### src/sv/gcdlcm_pkg.sv
// gcdlcm_pkg: shared constants and types for the divisor/multiple unit.
// Holds the operand width, the transfer payload structs and the ALU types.
// No dependencies.
package gcdlcm_pkg;

    // Operand width actually used; input fields are cut to their low bits
    localparam int OPERAND_WIDTH = 32;

    // Fixed field widths of the transfer payloads
    localparam int FIELD_W = 32;
    localparam int MULT_W  = 64;

    // Shared add/subtract unit is one bit wider than an operand
    localparam int ALU_W = OPERAND_WIDTH + 1;

    // Step counter and shift count width
    localparam int CNT_W = (OPERAND_WIDTH > 1) ? $clog2(OPERAND_WIDTH) : 1;

    typedef struct packed {
        logic [FIELD_W-1:0] first_value;
        logic [FIELD_W-1:0] second_value;
    } gcdlcm_in_t;

    typedef struct packed {
        logic [FIELD_W-1:0] divisor_result;
        logic [MULT_W-1:0]  multiple_result;
    } gcdlcm_out_t;

    typedef enum logic {
        ALU_ADD = 1'b0,
        ALU_SUB = 1'b1
    } alu_op_t;

    typedef struct packed {
        alu_op_t          op;
        logic [ALU_W-1:0] x;
        logic [ALU_W-1:0] y;
    } alu_req_t;

    typedef struct packed {
        logic             carry;   // carry out on add, borrow on subtract
        logic [ALU_W-1:0] value;
    } alu_res_t;

endpackage

### src/sv/gcdlcm_alu.sv
// gcdlcm_alu: the single add/subtract unit shared by all phases.
// Depends on gcdlcm_pkg for widths and request/response structs.
module gcdlcm_alu
    import gcdlcm_pkg::*;
(
    input  alu_req_t req,
    output alu_res_t res
);

    logic [ALU_W:0] sum;

    // One adder; subtract flags a borrow in the top bit
    always_comb
    begin
        unique case (req.op)
            ALU_ADD: sum = {1'b0, req.x} + {1'b0, req.y};
            ALU_SUB: sum = {1'b0, req.x} - {1'b0, req.y};
            default: sum = {1'b0, req.x} + {1'b0, req.y};
        endcase
    end

    assign res.carry = sum[ALU_W];
    assign res.value = sum[ALU_W-1:0];

endmodule

### src/sv/gcd_and_lcm_unit.sv
// Greatest common divisor and least common multiple of two unsigned operands.
// After the input transfer the sequencer runs the binary GCD iteration, whose length depends
// on the data, then a W-bit restoring division and shift-add multiply (W = OPERAND_WIDTH).
// A zero operand skips the iteration; the sequencer goes straight to the final state.
// Throughput: one item at a time; input stalls until the result is registered.
// Reset (rst_n low, asynchronous) clears the sequencer and the output valid.
module gcd_and_lcm_unit
    import gcdlcm_pkg::*;
(
    input  logic        clk,
    input  logic        rst_n,
    input  logic        in_valid,
    output logic        in_stall,
    input  gcdlcm_in_t  in_data,
    output logic        out_valid,
    input  logic        out_stall,
    output gcdlcm_out_t out_data
);

    localparam int W = OPERAND_WIDTH;

    typedef enum logic [4:0] {
        ST_IDLE = 5'b00001,
        ST_GCD  = 5'b00010,
        ST_DIV  = 5'b00100,
        ST_MUL  = 5'b01000,
        ST_DONE = 5'b10000
    } state_t;

    state_t            state_reg, state_next;
    logic              out_valid_reg, out_valid_next;
    gcdlcm_out_t       out_reg, out_next;

    logic [W-1:0]      op_a_reg, op_a_next;   // dividend, quotient, multiplier
    logic [W-1:0]      op_b_reg, op_b_next;   // multiplicand
    logic [W-1:0]      u_reg, u_next;
    logic [W-1:0]      v_reg, v_next;
    logic [W-1:0]      gcd_reg, gcd_next;
    logic [W-1:0]      rem_reg, rem_next;
    logic [W-1:0]      hi_reg, hi_next;       // upper half of product
    logic [CNT_W-1:0]  k_reg, k_next;         // common factors of two
    logic [CNT_W-1:0]  cnt_reg, cnt_next;

    alu_req_t          alu_req;
    alu_res_t          alu_res;

    logic [W-1:0]      a_in, b_in;
    logic              in_xfer, out_xfer, last_step;

    assign a_in      = in_data.first_value[W-1:0];
    assign b_in      = in_data.second_value[W-1:0];
    assign in_stall  = (state_reg != ST_IDLE);
    assign in_xfer   = in_valid && !in_stall;
    assign out_xfer  = out_valid_reg && !out_stall;
    assign last_step = (cnt_reg == CNT_W'(W - 1));

    gcdlcm_alu u_alu (
        .req (alu_req),
        .res (alu_res)
    );

    // Operand selection for the shared unit
    always_comb
    begin
        alu_req.op = ALU_SUB;
        alu_req.x  = {1'b0, u_reg};
        alu_req.y  = {1'b0, v_reg};
        unique case (state_reg)
            ST_DIV:
            begin
                alu_req.op = ALU_SUB;
                alu_req.x  = {rem_reg, op_a_reg[W-1]};
                alu_req.y  = {1'b0, gcd_reg};
            end
            ST_MUL:
            begin
                alu_req.op = ALU_ADD;
                alu_req.x  = {1'b0, hi_reg};
                alu_req.y  = op_a_reg[0] ? {1'b0, op_b_reg} : '0;
            end
            ST_IDLE, ST_GCD, ST_DONE:
            begin
                alu_req.op = ALU_SUB;
                alu_req.x  = {1'b0, u_reg};
                alu_req.y  = {1'b0, v_reg};
            end
            default:
            begin
                alu_req.op = ALU_SUB;
                alu_req.x  = {1'b0, u_reg};
                alu_req.y  = {1'b0, v_reg};
            end
        endcase
    end

    // Sequencer and datapath next state
    always_comb
    begin
        state_next     = state_reg;
        out_valid_next = out_valid_reg;
        out_next       = out_reg;
        op_a_next      = op_a_reg;
        op_b_next      = op_b_reg;
        u_next         = u_reg;
        v_next         = v_reg;
        gcd_next       = gcd_reg;
        rem_next       = rem_reg;
        hi_next        = hi_reg;
        k_next         = k_reg;
        cnt_next       = cnt_reg;

        if (out_xfer)
        begin
            out_valid_next = 1'b0;
        end

        unique case (state_reg)
            ST_IDLE:
            begin
                if (in_xfer)
                begin
                    op_a_next = a_in;
                    op_b_next = b_in;
                    u_next    = a_in;
                    v_next    = b_in;
                    k_next    = '0;
                    if (a_in == '0 || b_in == '0)
                    begin
                        // zero operand: both results zero
                        gcd_next   = '0;
                        op_a_next  = '0;
                        hi_next    = '0;
                        state_next = ST_DONE;
                    end
                    else
                    begin
                        state_next = ST_GCD;
                    end
                end
            end
            ST_GCD:
            begin
                // binary GCD, one step a cycle
                priority if (!u_reg[0] && !v_reg[0])
                begin
                    u_next = u_reg >> 1;
                    v_next = v_reg >> 1;
                    k_next = k_reg + CNT_W'(1);
                end
                else if (!u_reg[0])
                begin
                    u_next = u_reg >> 1;
                end
                else if (!v_reg[0])
                begin
                    v_next = v_reg >> 1;
                end
                else if (alu_res.value == '0)
                begin
                    gcd_next   = u_reg << k_reg;
                    rem_next   = '0;
                    cnt_next   = '0;
                    state_next = ST_DIV;
                end
                else if (alu_res.carry)
                begin
                    // keep the larger value in u before subtracting
                    u_next = v_reg;
                    v_next = u_reg;
                end
                else
                begin
                    u_next = alu_res.value[W-1:0];
                end
            end
            ST_DIV:
            begin
                // restoring division, one quotient bit a cycle
                if (!alu_res.carry)
                begin
                    rem_next = alu_res.value[W-1:0];
                end
                else
                begin
                    rem_next = alu_req.x[W-1:0];
                end
                op_a_next = {op_a_reg[W-2:0], !alu_res.carry};
                cnt_next  = cnt_reg + CNT_W'(1);
                if (last_step)
                begin
                    cnt_next   = '0;
                    hi_next    = '0;
                    state_next = ST_MUL;
                end
            end
            ST_MUL:
            begin
                // shift-add multiply, product held in {hi, op_a}
                hi_next   = alu_res.value[W:1];
                op_a_next = {alu_res.value[0], op_a_reg[W-1:1]};
                cnt_next  = cnt_reg + CNT_W'(1);
                if (last_step)
                begin
                    cnt_next   = '0;
                    state_next = ST_DONE;
                end
            end
            ST_DONE:
            begin
                if (!out_valid_reg || !out_stall)
                begin
                    out_next.divisor_result  = FIELD_W'(gcd_reg);
                    out_next.multiple_result = MULT_W'({hi_reg, op_a_reg});
                    out_valid_next           = 1'b1;
                    state_next               = ST_IDLE;
                end
            end
            default:
            begin
                state_next = ST_IDLE;
            end
        endcase
    end

    // Control registers
    always_ff @(posedge clk or negedge rst_n)
    begin
        if (!rst_n)
        begin
            state_reg     <= ST_IDLE;
            out_valid_reg <= 1'b0;
        end
        else
        begin
            state_reg     <= state_next;
            out_valid_reg <= out_valid_next;
        end
    end

    // Payload registers
    always_ff @(posedge clk)
    begin
        out_reg  <= out_next;
        op_a_reg <= op_a_next;
        op_b_reg <= op_b_next;
        u_reg    <= u_next;
        v_reg    <= v_next;
        gcd_reg  <= gcd_next;
        rem_reg  <= rem_next;
        hi_reg   <= hi_next;
        k_reg    <= k_next;
        cnt_reg  <= cnt_next;
    end

    assign out_valid = out_valid_reg;
    assign out_data  = out_reg;

    // A new result only appears out of the final sequencer state
    a_rise_from_done: assert property (@(posedge clk) disable iff (!rst_n)
        $rose(out_valid_reg) |-> $past(state_reg == ST_DONE))
        else $error("result valid raised outside the final state");

    // A zero operand skips straight to the result
    a_zero_shortcut: assert property (@(posedge clk) disable iff (!rst_n)
        (in_xfer && (a_in == '0 || b_in == '0)) |=> (state_reg == ST_DONE))
        else $error("zero operand did not bypass the iteration");

    // The divisor used for division is never zero
    a_div_nonzero: assert property (@(posedge clk) disable iff (!rst_n)
        (state_reg == ST_DIV || state_reg == ST_MUL) |-> (gcd_reg != '0))
        else $error("zero divisor in division phase");

    // Divisor and multiple are zero together or not at all
    a_zero_pair: assert property (@(posedge clk) disable iff (!rst_n)
        out_valid_reg |->
            ((out_reg.divisor_result == '0) == (out_reg.multiple_result == '0)))
        else $error("divisor and multiple disagree on zero");

endmodule
### config.mk
export PLATFORM = sky130hd
export DESIGN_NAME = gcd_and_lcm_unit
export DESIGN_NICKNAME = d
export VERILOG_FILES = /design/src/sv/gcdlcm_pkg.sv /design/src/sv/gcdlcm_alu.sv /design/src/sv/gcd_and_lcm_unit.sv
export SDC_FILE = /design/constraint.sdc
export NUM_CORES = 1
export LEC_CHECK = 0
export BUFFER_PORTS_ARGS = -buffer_cell sky130_fd_sc_hd__buf_2
export CAP_MARGIN = 20
export CORE_MARGIN = 3
export CORE_UTILIZATION = 45
export CTS_BUF_LIST = sky130_fd_sc_hd__clkbuf_8
export CTS_CLUSTER_DIAMETER = 30
export DETAILED_ROUTE_END_ITERATION = 6
export PLACE_DENSITY = 0.66
export RECOVER_POWER = 100
export SLEW_MARGIN = 20
export SYNTH_ARGS = -nofsm -noshare
export SYNTH_HDL_FRONTEND = slang
export SYNTH_SLANG_ARGS = --single-unit
### constraint.sdc
create_clock -name clk -period 8.6 [get_ports clk]
set_input_delay 0.86 -clock clk [delete_from_list [all_inputs] [get_ports clk]]
set_output_delay 0.86 -clock clk [all_outputs]
set_load 0.01 [all_outputs]
-- After elaboration in Yosys (flattened, before gate mapping)
Cells that the tools add are included.
- output and inout port bits: 98
- word-level logic and storage cells: 132
- flip-flop bits (word level): 336
- bits of input ports: 68
- reductions and logical operators: 32
- equality and inequality tests: 22
- add/subtract/negate cells: 4
- bitwise operators: 1
- multiplexer cells: 57
- shift operators: 1
- operator list (cell ; count):
    $mux 32 ; 27
    $pmux 32 s2 ; 4
    $pmux 32 s3 ; 2
    $pmux 67 s2 ; 1
    $mux 5 ; 16
    $pmux 34 s2 ; 1
    $logic_not 32->1 ; 2
    $add 33x33->34 ; 1
    $sub 33x33->34 ; 1
    $logic_not 33->1 ; 1
    $shl 32x5->32 ; 1
    $pmux 5 s5 ; 1
    $ne 2x2->1 const B ; 10
    $pmux 5 s2 ; 2
    $ne 4x4->1 const B ; 4
    $reduce_and 5->1 ; 3
    $add 5x1->5 const B ; 2
    $eq 5x5->1 const B ; 2
    $reduce_and 2->1 ; 4
    $reduce_and 4->1 ; 2
    $reduce_and 8->1 ; 1
    $reduce_and 7->1 ; 1
    $logic_not 1->1 ; 6
    $reduce_and 3->1 ; 2
    other kinds (13) ; 20

-- Depth between registers and ports, before layout
- depth after elaboration: 10
- mapped depth: 27
- gate-level depth less buffers: 20

-- By module
A second synthesis with hierarchy kept.
- cell total of the unflattened synthesis: 1669
- area total of the unflattened synthesis: 18805.5 sq um
- by module, submodules not included (module ; instances ; area each (sq um) ; sequential area each (sq um) ; cells an instance):
    gcd_and_lcm_unit ; 1 ; 16161.8 ; 10060.9 ; 1261
    gcdlcm_alu ; 1 ; 2643.8 ; 0.0 ; 408

-- Worst setup path after synthesis
No wires, ideal clock.
- kind: register to register
- start: register state_reg[3]
- end: register gcd_reg[0], enable pin
- period minus slack after synthesis: 7.739 ns
- path slack: 0.861 ns
- buffers on the path: 2
- stages on the path, launching flop included: 21
- setup time: 0.432 ns
- required time: 8.168 ns
- arrival time: 7.307 ns
- cells stage by stage: dfrtp_1 > xnor2_1 > or4_1 > buf_2 > a221oi_1 > and4_1 > nor4b_4 > a21oi_1 > xor2_1 > ha_1 > clkbuf_1 > nand2_1 > or3_1 > a211o_1 > a211oi_1 > a211oi_1 > or3_1 > or4_1 > or4_4 > or3_1 > a21oi_1
- cells in the longest elaborated chain, start to end: 7
- elaborated cells on any way between the ends: 21
- classes of those cells: 2 x add/sub; 11 x eq/ne; 2 x mux; 1 x bitwise; 5 x reduce/logical
- ends and longest elaborated chain (element ; RTL line ; text):
    from (decl) ; gcd_and_lcm_unit.sv:30 ; state_t state_reg, state_next;
    from (signal assigned) ; gcd_and_lcm_unit.sv:235 ; state_reg <= state_next;
    $eq 5x4->1 or $eq 5x3->1 (tied branches) ; gcd_and_lcm_unit.sv:68 ; unique case (state_reg)
    $pmux 67 s2 ; gcd_and_lcm_unit.sv:68 ;
    $sub 33x33->34, or another cell as far along ; gcdlcm_alu.sv:17 ; ALU_SUB: sum = {1'b0, req.x} - {1'b0, req.y};
    $pmux 34 s2 ; gcdlcm_alu.sv:15 ; unique case (req.op)
    $logic_not 33->1 ; gcd_and_lcm_unit.sv:158 ; else if (alu_res.value == '0)
    $ne 2x2->1 (no line) ; - ;
    $reduce_and 7->1 (no line) (*) ; - ;
    to (signal assigned) ; gcd_and_lcm_unit.sv:248 ; gcd_reg <= gcd_next;
    to (decl) ; gcd_and_lcm_unit.sv:38 ; logic [W-1:0] gcd_reg, gcd_next;
Mark *: on every way between the ends. The rest lies on a longest branch, timed or not.
A chain may end at the register's enable or synchronous reset.

-- Worst setup path in the final report
- start: register state_reg[3]
- end: register rem_reg[23], enable pin
- cells in the longest elaborated chain, start to end: 7
- elaborated cells on any way between the ends: 15
- classes of those cells: 2 x add/sub; 7 x eq/ne; 2 x mux; 1 x bitwise; 3 x reduce/logical
- ends and longest elaborated chain (element ; RTL line ; text):
    $eq 5x4->1 or $eq 5x3->1 (tied branches) ; gcd_and_lcm_unit.sv:68, gcd_and_lcm_unit.sv:117 ;
    $pmux 67 s2 ; gcd_and_lcm_unit.sv:68 ;
    $sub 33x33->34, or another cell as far along ; gcdlcm_alu.sv:17 ;
    $pmux 34 s2 ; gcdlcm_alu.sv:15 ;
    $logic_not 33->1 ; gcd_and_lcm_unit.sv:158 ;
    $ne 2x2->1 (no line) ; - ;
    $reduce_and 5->1 (no line) (*) ; - ;
    to (signal assigned) ; gcd_and_lcm_unit.sv:249 ; rem_reg <= rem_next;
    to (decl) ; gcd_and_lcm_unit.sv:39 ; logic [W-1:0] rem_reg, rem_next;
Marks and branches as above.

==> metrics <==
status=complete, but fails checks; failing checks=DRC, capacitance limit, slew limit; Setup CP Type=reg -> reg; Total Nets Final=2,031; clock skew=0.0401 ns; Synth area leader=edfxtp_1; Die Y=210 um; remaining global-route overflow=0; pin count of the biggest net entering global routing=67; synthesized area per cell=10.7 sq um; Placed Cells incl. Taps=2,373; die area=44,300 sq um; Die Width=210 um; Largest register FFs=96; Critical Path AT=8.36 ns; setup violators final=0; Peak Freq=123 MHz; Final Non-Filler Cells=2,503; pwr dens=376 nW/um^2; slew margin rel.=-106%; initial antenna violation count=1; Vias=15.6k; Syn Nets=1,865; wire per inst=25.8 um; most frequent cell after synthesis=edfxtp_1; Crit-path slowest cell=or4_2; first-pass GRT wire length=95,300 um; YS warnings=0; CP Launch Type=flip-flop; Final period util=94.5%; CTS tree=yes; area of the core=41,000 sq um; num rows=74; Syn Inst Count=1,752; post-route cell area=21,500 sq um; CP delay by family, top=simple AND/OR/NAND/NOR gates; post-route minimum period=8.13 ns; DR iter-0 viols=2,290; Worst-path clk slew=0.05 ns; final wirelength=64,700 um; clk sinks=336; Clock Tree Root=clkbuf_8; I/O pin count=166; r2r startpoint=state_reg[3]$_DFFE_PN0P_; H-Tree Level Count=3; IO buf count=165; worst-path cell chain=xnor2_1 > or4_2 > a222oi_1 > and4_1 > nor4b_4 > nand3_2 > or3_1 > o21ai_0 > xor2_1 > ha_1 > a211oi_1 > o21bai_1 > nor3_1 > a311oi_1 > a21oi_1 > nor4b_1 > nand4b_1 > or4_4 > or3_1 > nand2_1 > buf_4; first drt pass iteration count=7; drc violations=14; Post-synth EDFFs=330; HP Class=in -> async; CTS Buf Count=75; vias per cell=6.25; Starting Density=45.8%; r2r endpoint=rem_reg[23]$_SDFFCE_PP0P_; IR drop worst, VDD=0.000201 V; Setup WS pre-CTS=0.673 ns; top post-synthesis cells by area=edfxtp_1 (53%), nand2_1 (5.4%), mux2i_1 (3.8%); TNS Setup=0 ns; area fraction of the dominant cell type after synthesis=52.7%; setup ws final=0.471 ns; CP required=8.83 ns; placed inst area=20,200 sq um; commonest cells in the netlist=edfxtp_1 (330), nand2_1 (271), nor2_1 (138); post-route ant nets=0; critical path fanouts, max=32; HPWL Detailed=47,700 um; Longest Clk Path Bufs=3; GPL Wtd Cong=0.996; max_cap viols=8; nature of the critical path endpoint=flip-flop; Netlist Area Pre-Place=18,800 sq um; crit path buf inv count=1; via count of the first global-routing pass=15.0k; Pleak=8.14 nW; Yosys cell types=76; RSZ-0062 raised after global routing=false; synth-to-layout area growth=14.2%; max-slew violations=356; Synth async-reset ratio=1.79%; total track usage=28.6%; Post-CTS Setup Repair Bufs=0; CP most frequent cell=or3_1; slew of the pin with the lowest slew margin=3.10 ns; worst reg-to-reg setup slack=0.47 ns; final hold violations=0; Primary FF master, synth=edfxtp_1; Seq/Total Area, Yosys=53.5%; Synth Register Bits=336; path depth of the worst reg2reg path=21; slowest stage delay, CP=0.88 ns; share of post-route cells with drive strength above 1=10.7%; Worst-Skew Late Latency=0.63 ns
==> layout by cell type, fill, tap and decap left out, types with 7 or more instances in the layout <==
master / count
nand2_1: 271
or3_1: 9
a211oi_1: 17
nor3_1: 21
nor2_1: 138
clkinv_1: 17
o21ai_0: 74
a221oi_1: 8
clkinvlp_4: 9
nor4_1: 21
o31ai_1: 13
buf_4: 18
o21a_1: 8
xor2_1: 35
bufinv_16: 8
clkbuf_1: 147
o211ai_1: 9
a21o_1: 12
ha_1: 44
mux2i_1: 72
a31oi_1: 7
xnor2_1: 28
inv_1: 55
mux4_2: 19
nand3_1: 17
o22ai_1: 35
nand4_1: 12
a222oi_1: 45
and2_1: 16
a22oi_1: 40
and2_0: 11
and3_1: 38
clkinv_2: 14
clkbuf_8: 76
buf_2: 35
edfxtp_1: 330
o21ai_1: 7
a21oi_1: 117
==> how the worst max path moves through the flow <==
stage	cells past startpoint	end	startpoint	slack, ns
3_5_place_dp	20	gcd_reg[1]$_SDFFCE_PP0P_	state_reg[3]$_DFFE_PN0P_	0.67
5_1_grt	22	rem_reg[25]$_SDFFCE_PP0P_	state_reg[3]$_DFFE_PN0P_	0.006
3_3_place_gp	21	rem_reg[7]$_SDFFCE_PP0P_	state_reg[3]$_DFFE_PN0P_	0.79
6_report	21	rem_reg[23]$_SDFFCE_PP0P_	state_reg[3]$_DFFE_PN0P_	0.47
4_1_cts	21	rem_reg[23]$_SDFFCE_PP0P_	state_reg[3]$_DFFE_PN0P_	0.64
2_1_floorplan	20	gcd_reg[0]$_SDFFCE_PP0P_	state_reg[3]$_DFFE_PN0P_	0.86
==> per-stage QoR <==
step	utilization, %	hold WS (ns)	power (W)
finish	52.4	0.164	0.00808
global route	52.4	0.153	0.00848
CTS	53.0	0.0548	0.00802
detailed placement	49.2	0.438	0.00617
global placement	49.2	0.435	0.00618
floorplan	-	0.417	0.00491
==> final cells by class <==
| cell class | instances | area (sq um) |
|---|---|---|
| antenna | 1 | 2.50 |
| fill | 3713 | 19500 |
| timing repair buffer | 204 | 887 |
| multi-input combinational | 1248 | 8140 |
| clock inverter | 53 | 478 |
| tap | 532 | 666 |
| inverter | 53 | 199 |
| clock buffer | 76 | 1050 |
| sequential | 336 | 10100 |
==> power breakdown <==
part           leakage, nW  switching (W)  internal [W]
Combinational         4.13        0.00257       0.00128
Sequential            3.23       0.000297       0.00211
Clock                0.779       0.000750       0.00107
Total                 8.14        0.00362       0.00446
==> timing repair <==
action | CTS | global route
setup endpoints to repair | 0 | 9
gates resized for setup | 0 | 1
hold buffers | 0 | 0
==> metal layers <==
layer / GRT usage [%] / wire, um
met1: 42.6 / 27400
met2: 41.2 / 27800
met3: 5.51 / 6990
met4: 12.0 / 2480
met5: 0 / 0
==> cells by family after synthesis <==
family,count (synthesis),share of synthesized area [%]
AO/OA/AOI/OAI,447,16.1
AND/OR/NAND/NOR,596,14.5
flip-flops,336,53.5
adder cells (fa/ha/maj),45,3.03
XOR/XNOR,65,3.03
multiplexers,95,6.35
buffers and inverters,168,3.53
Note: power is estimated with default switching activity, not from simulation.
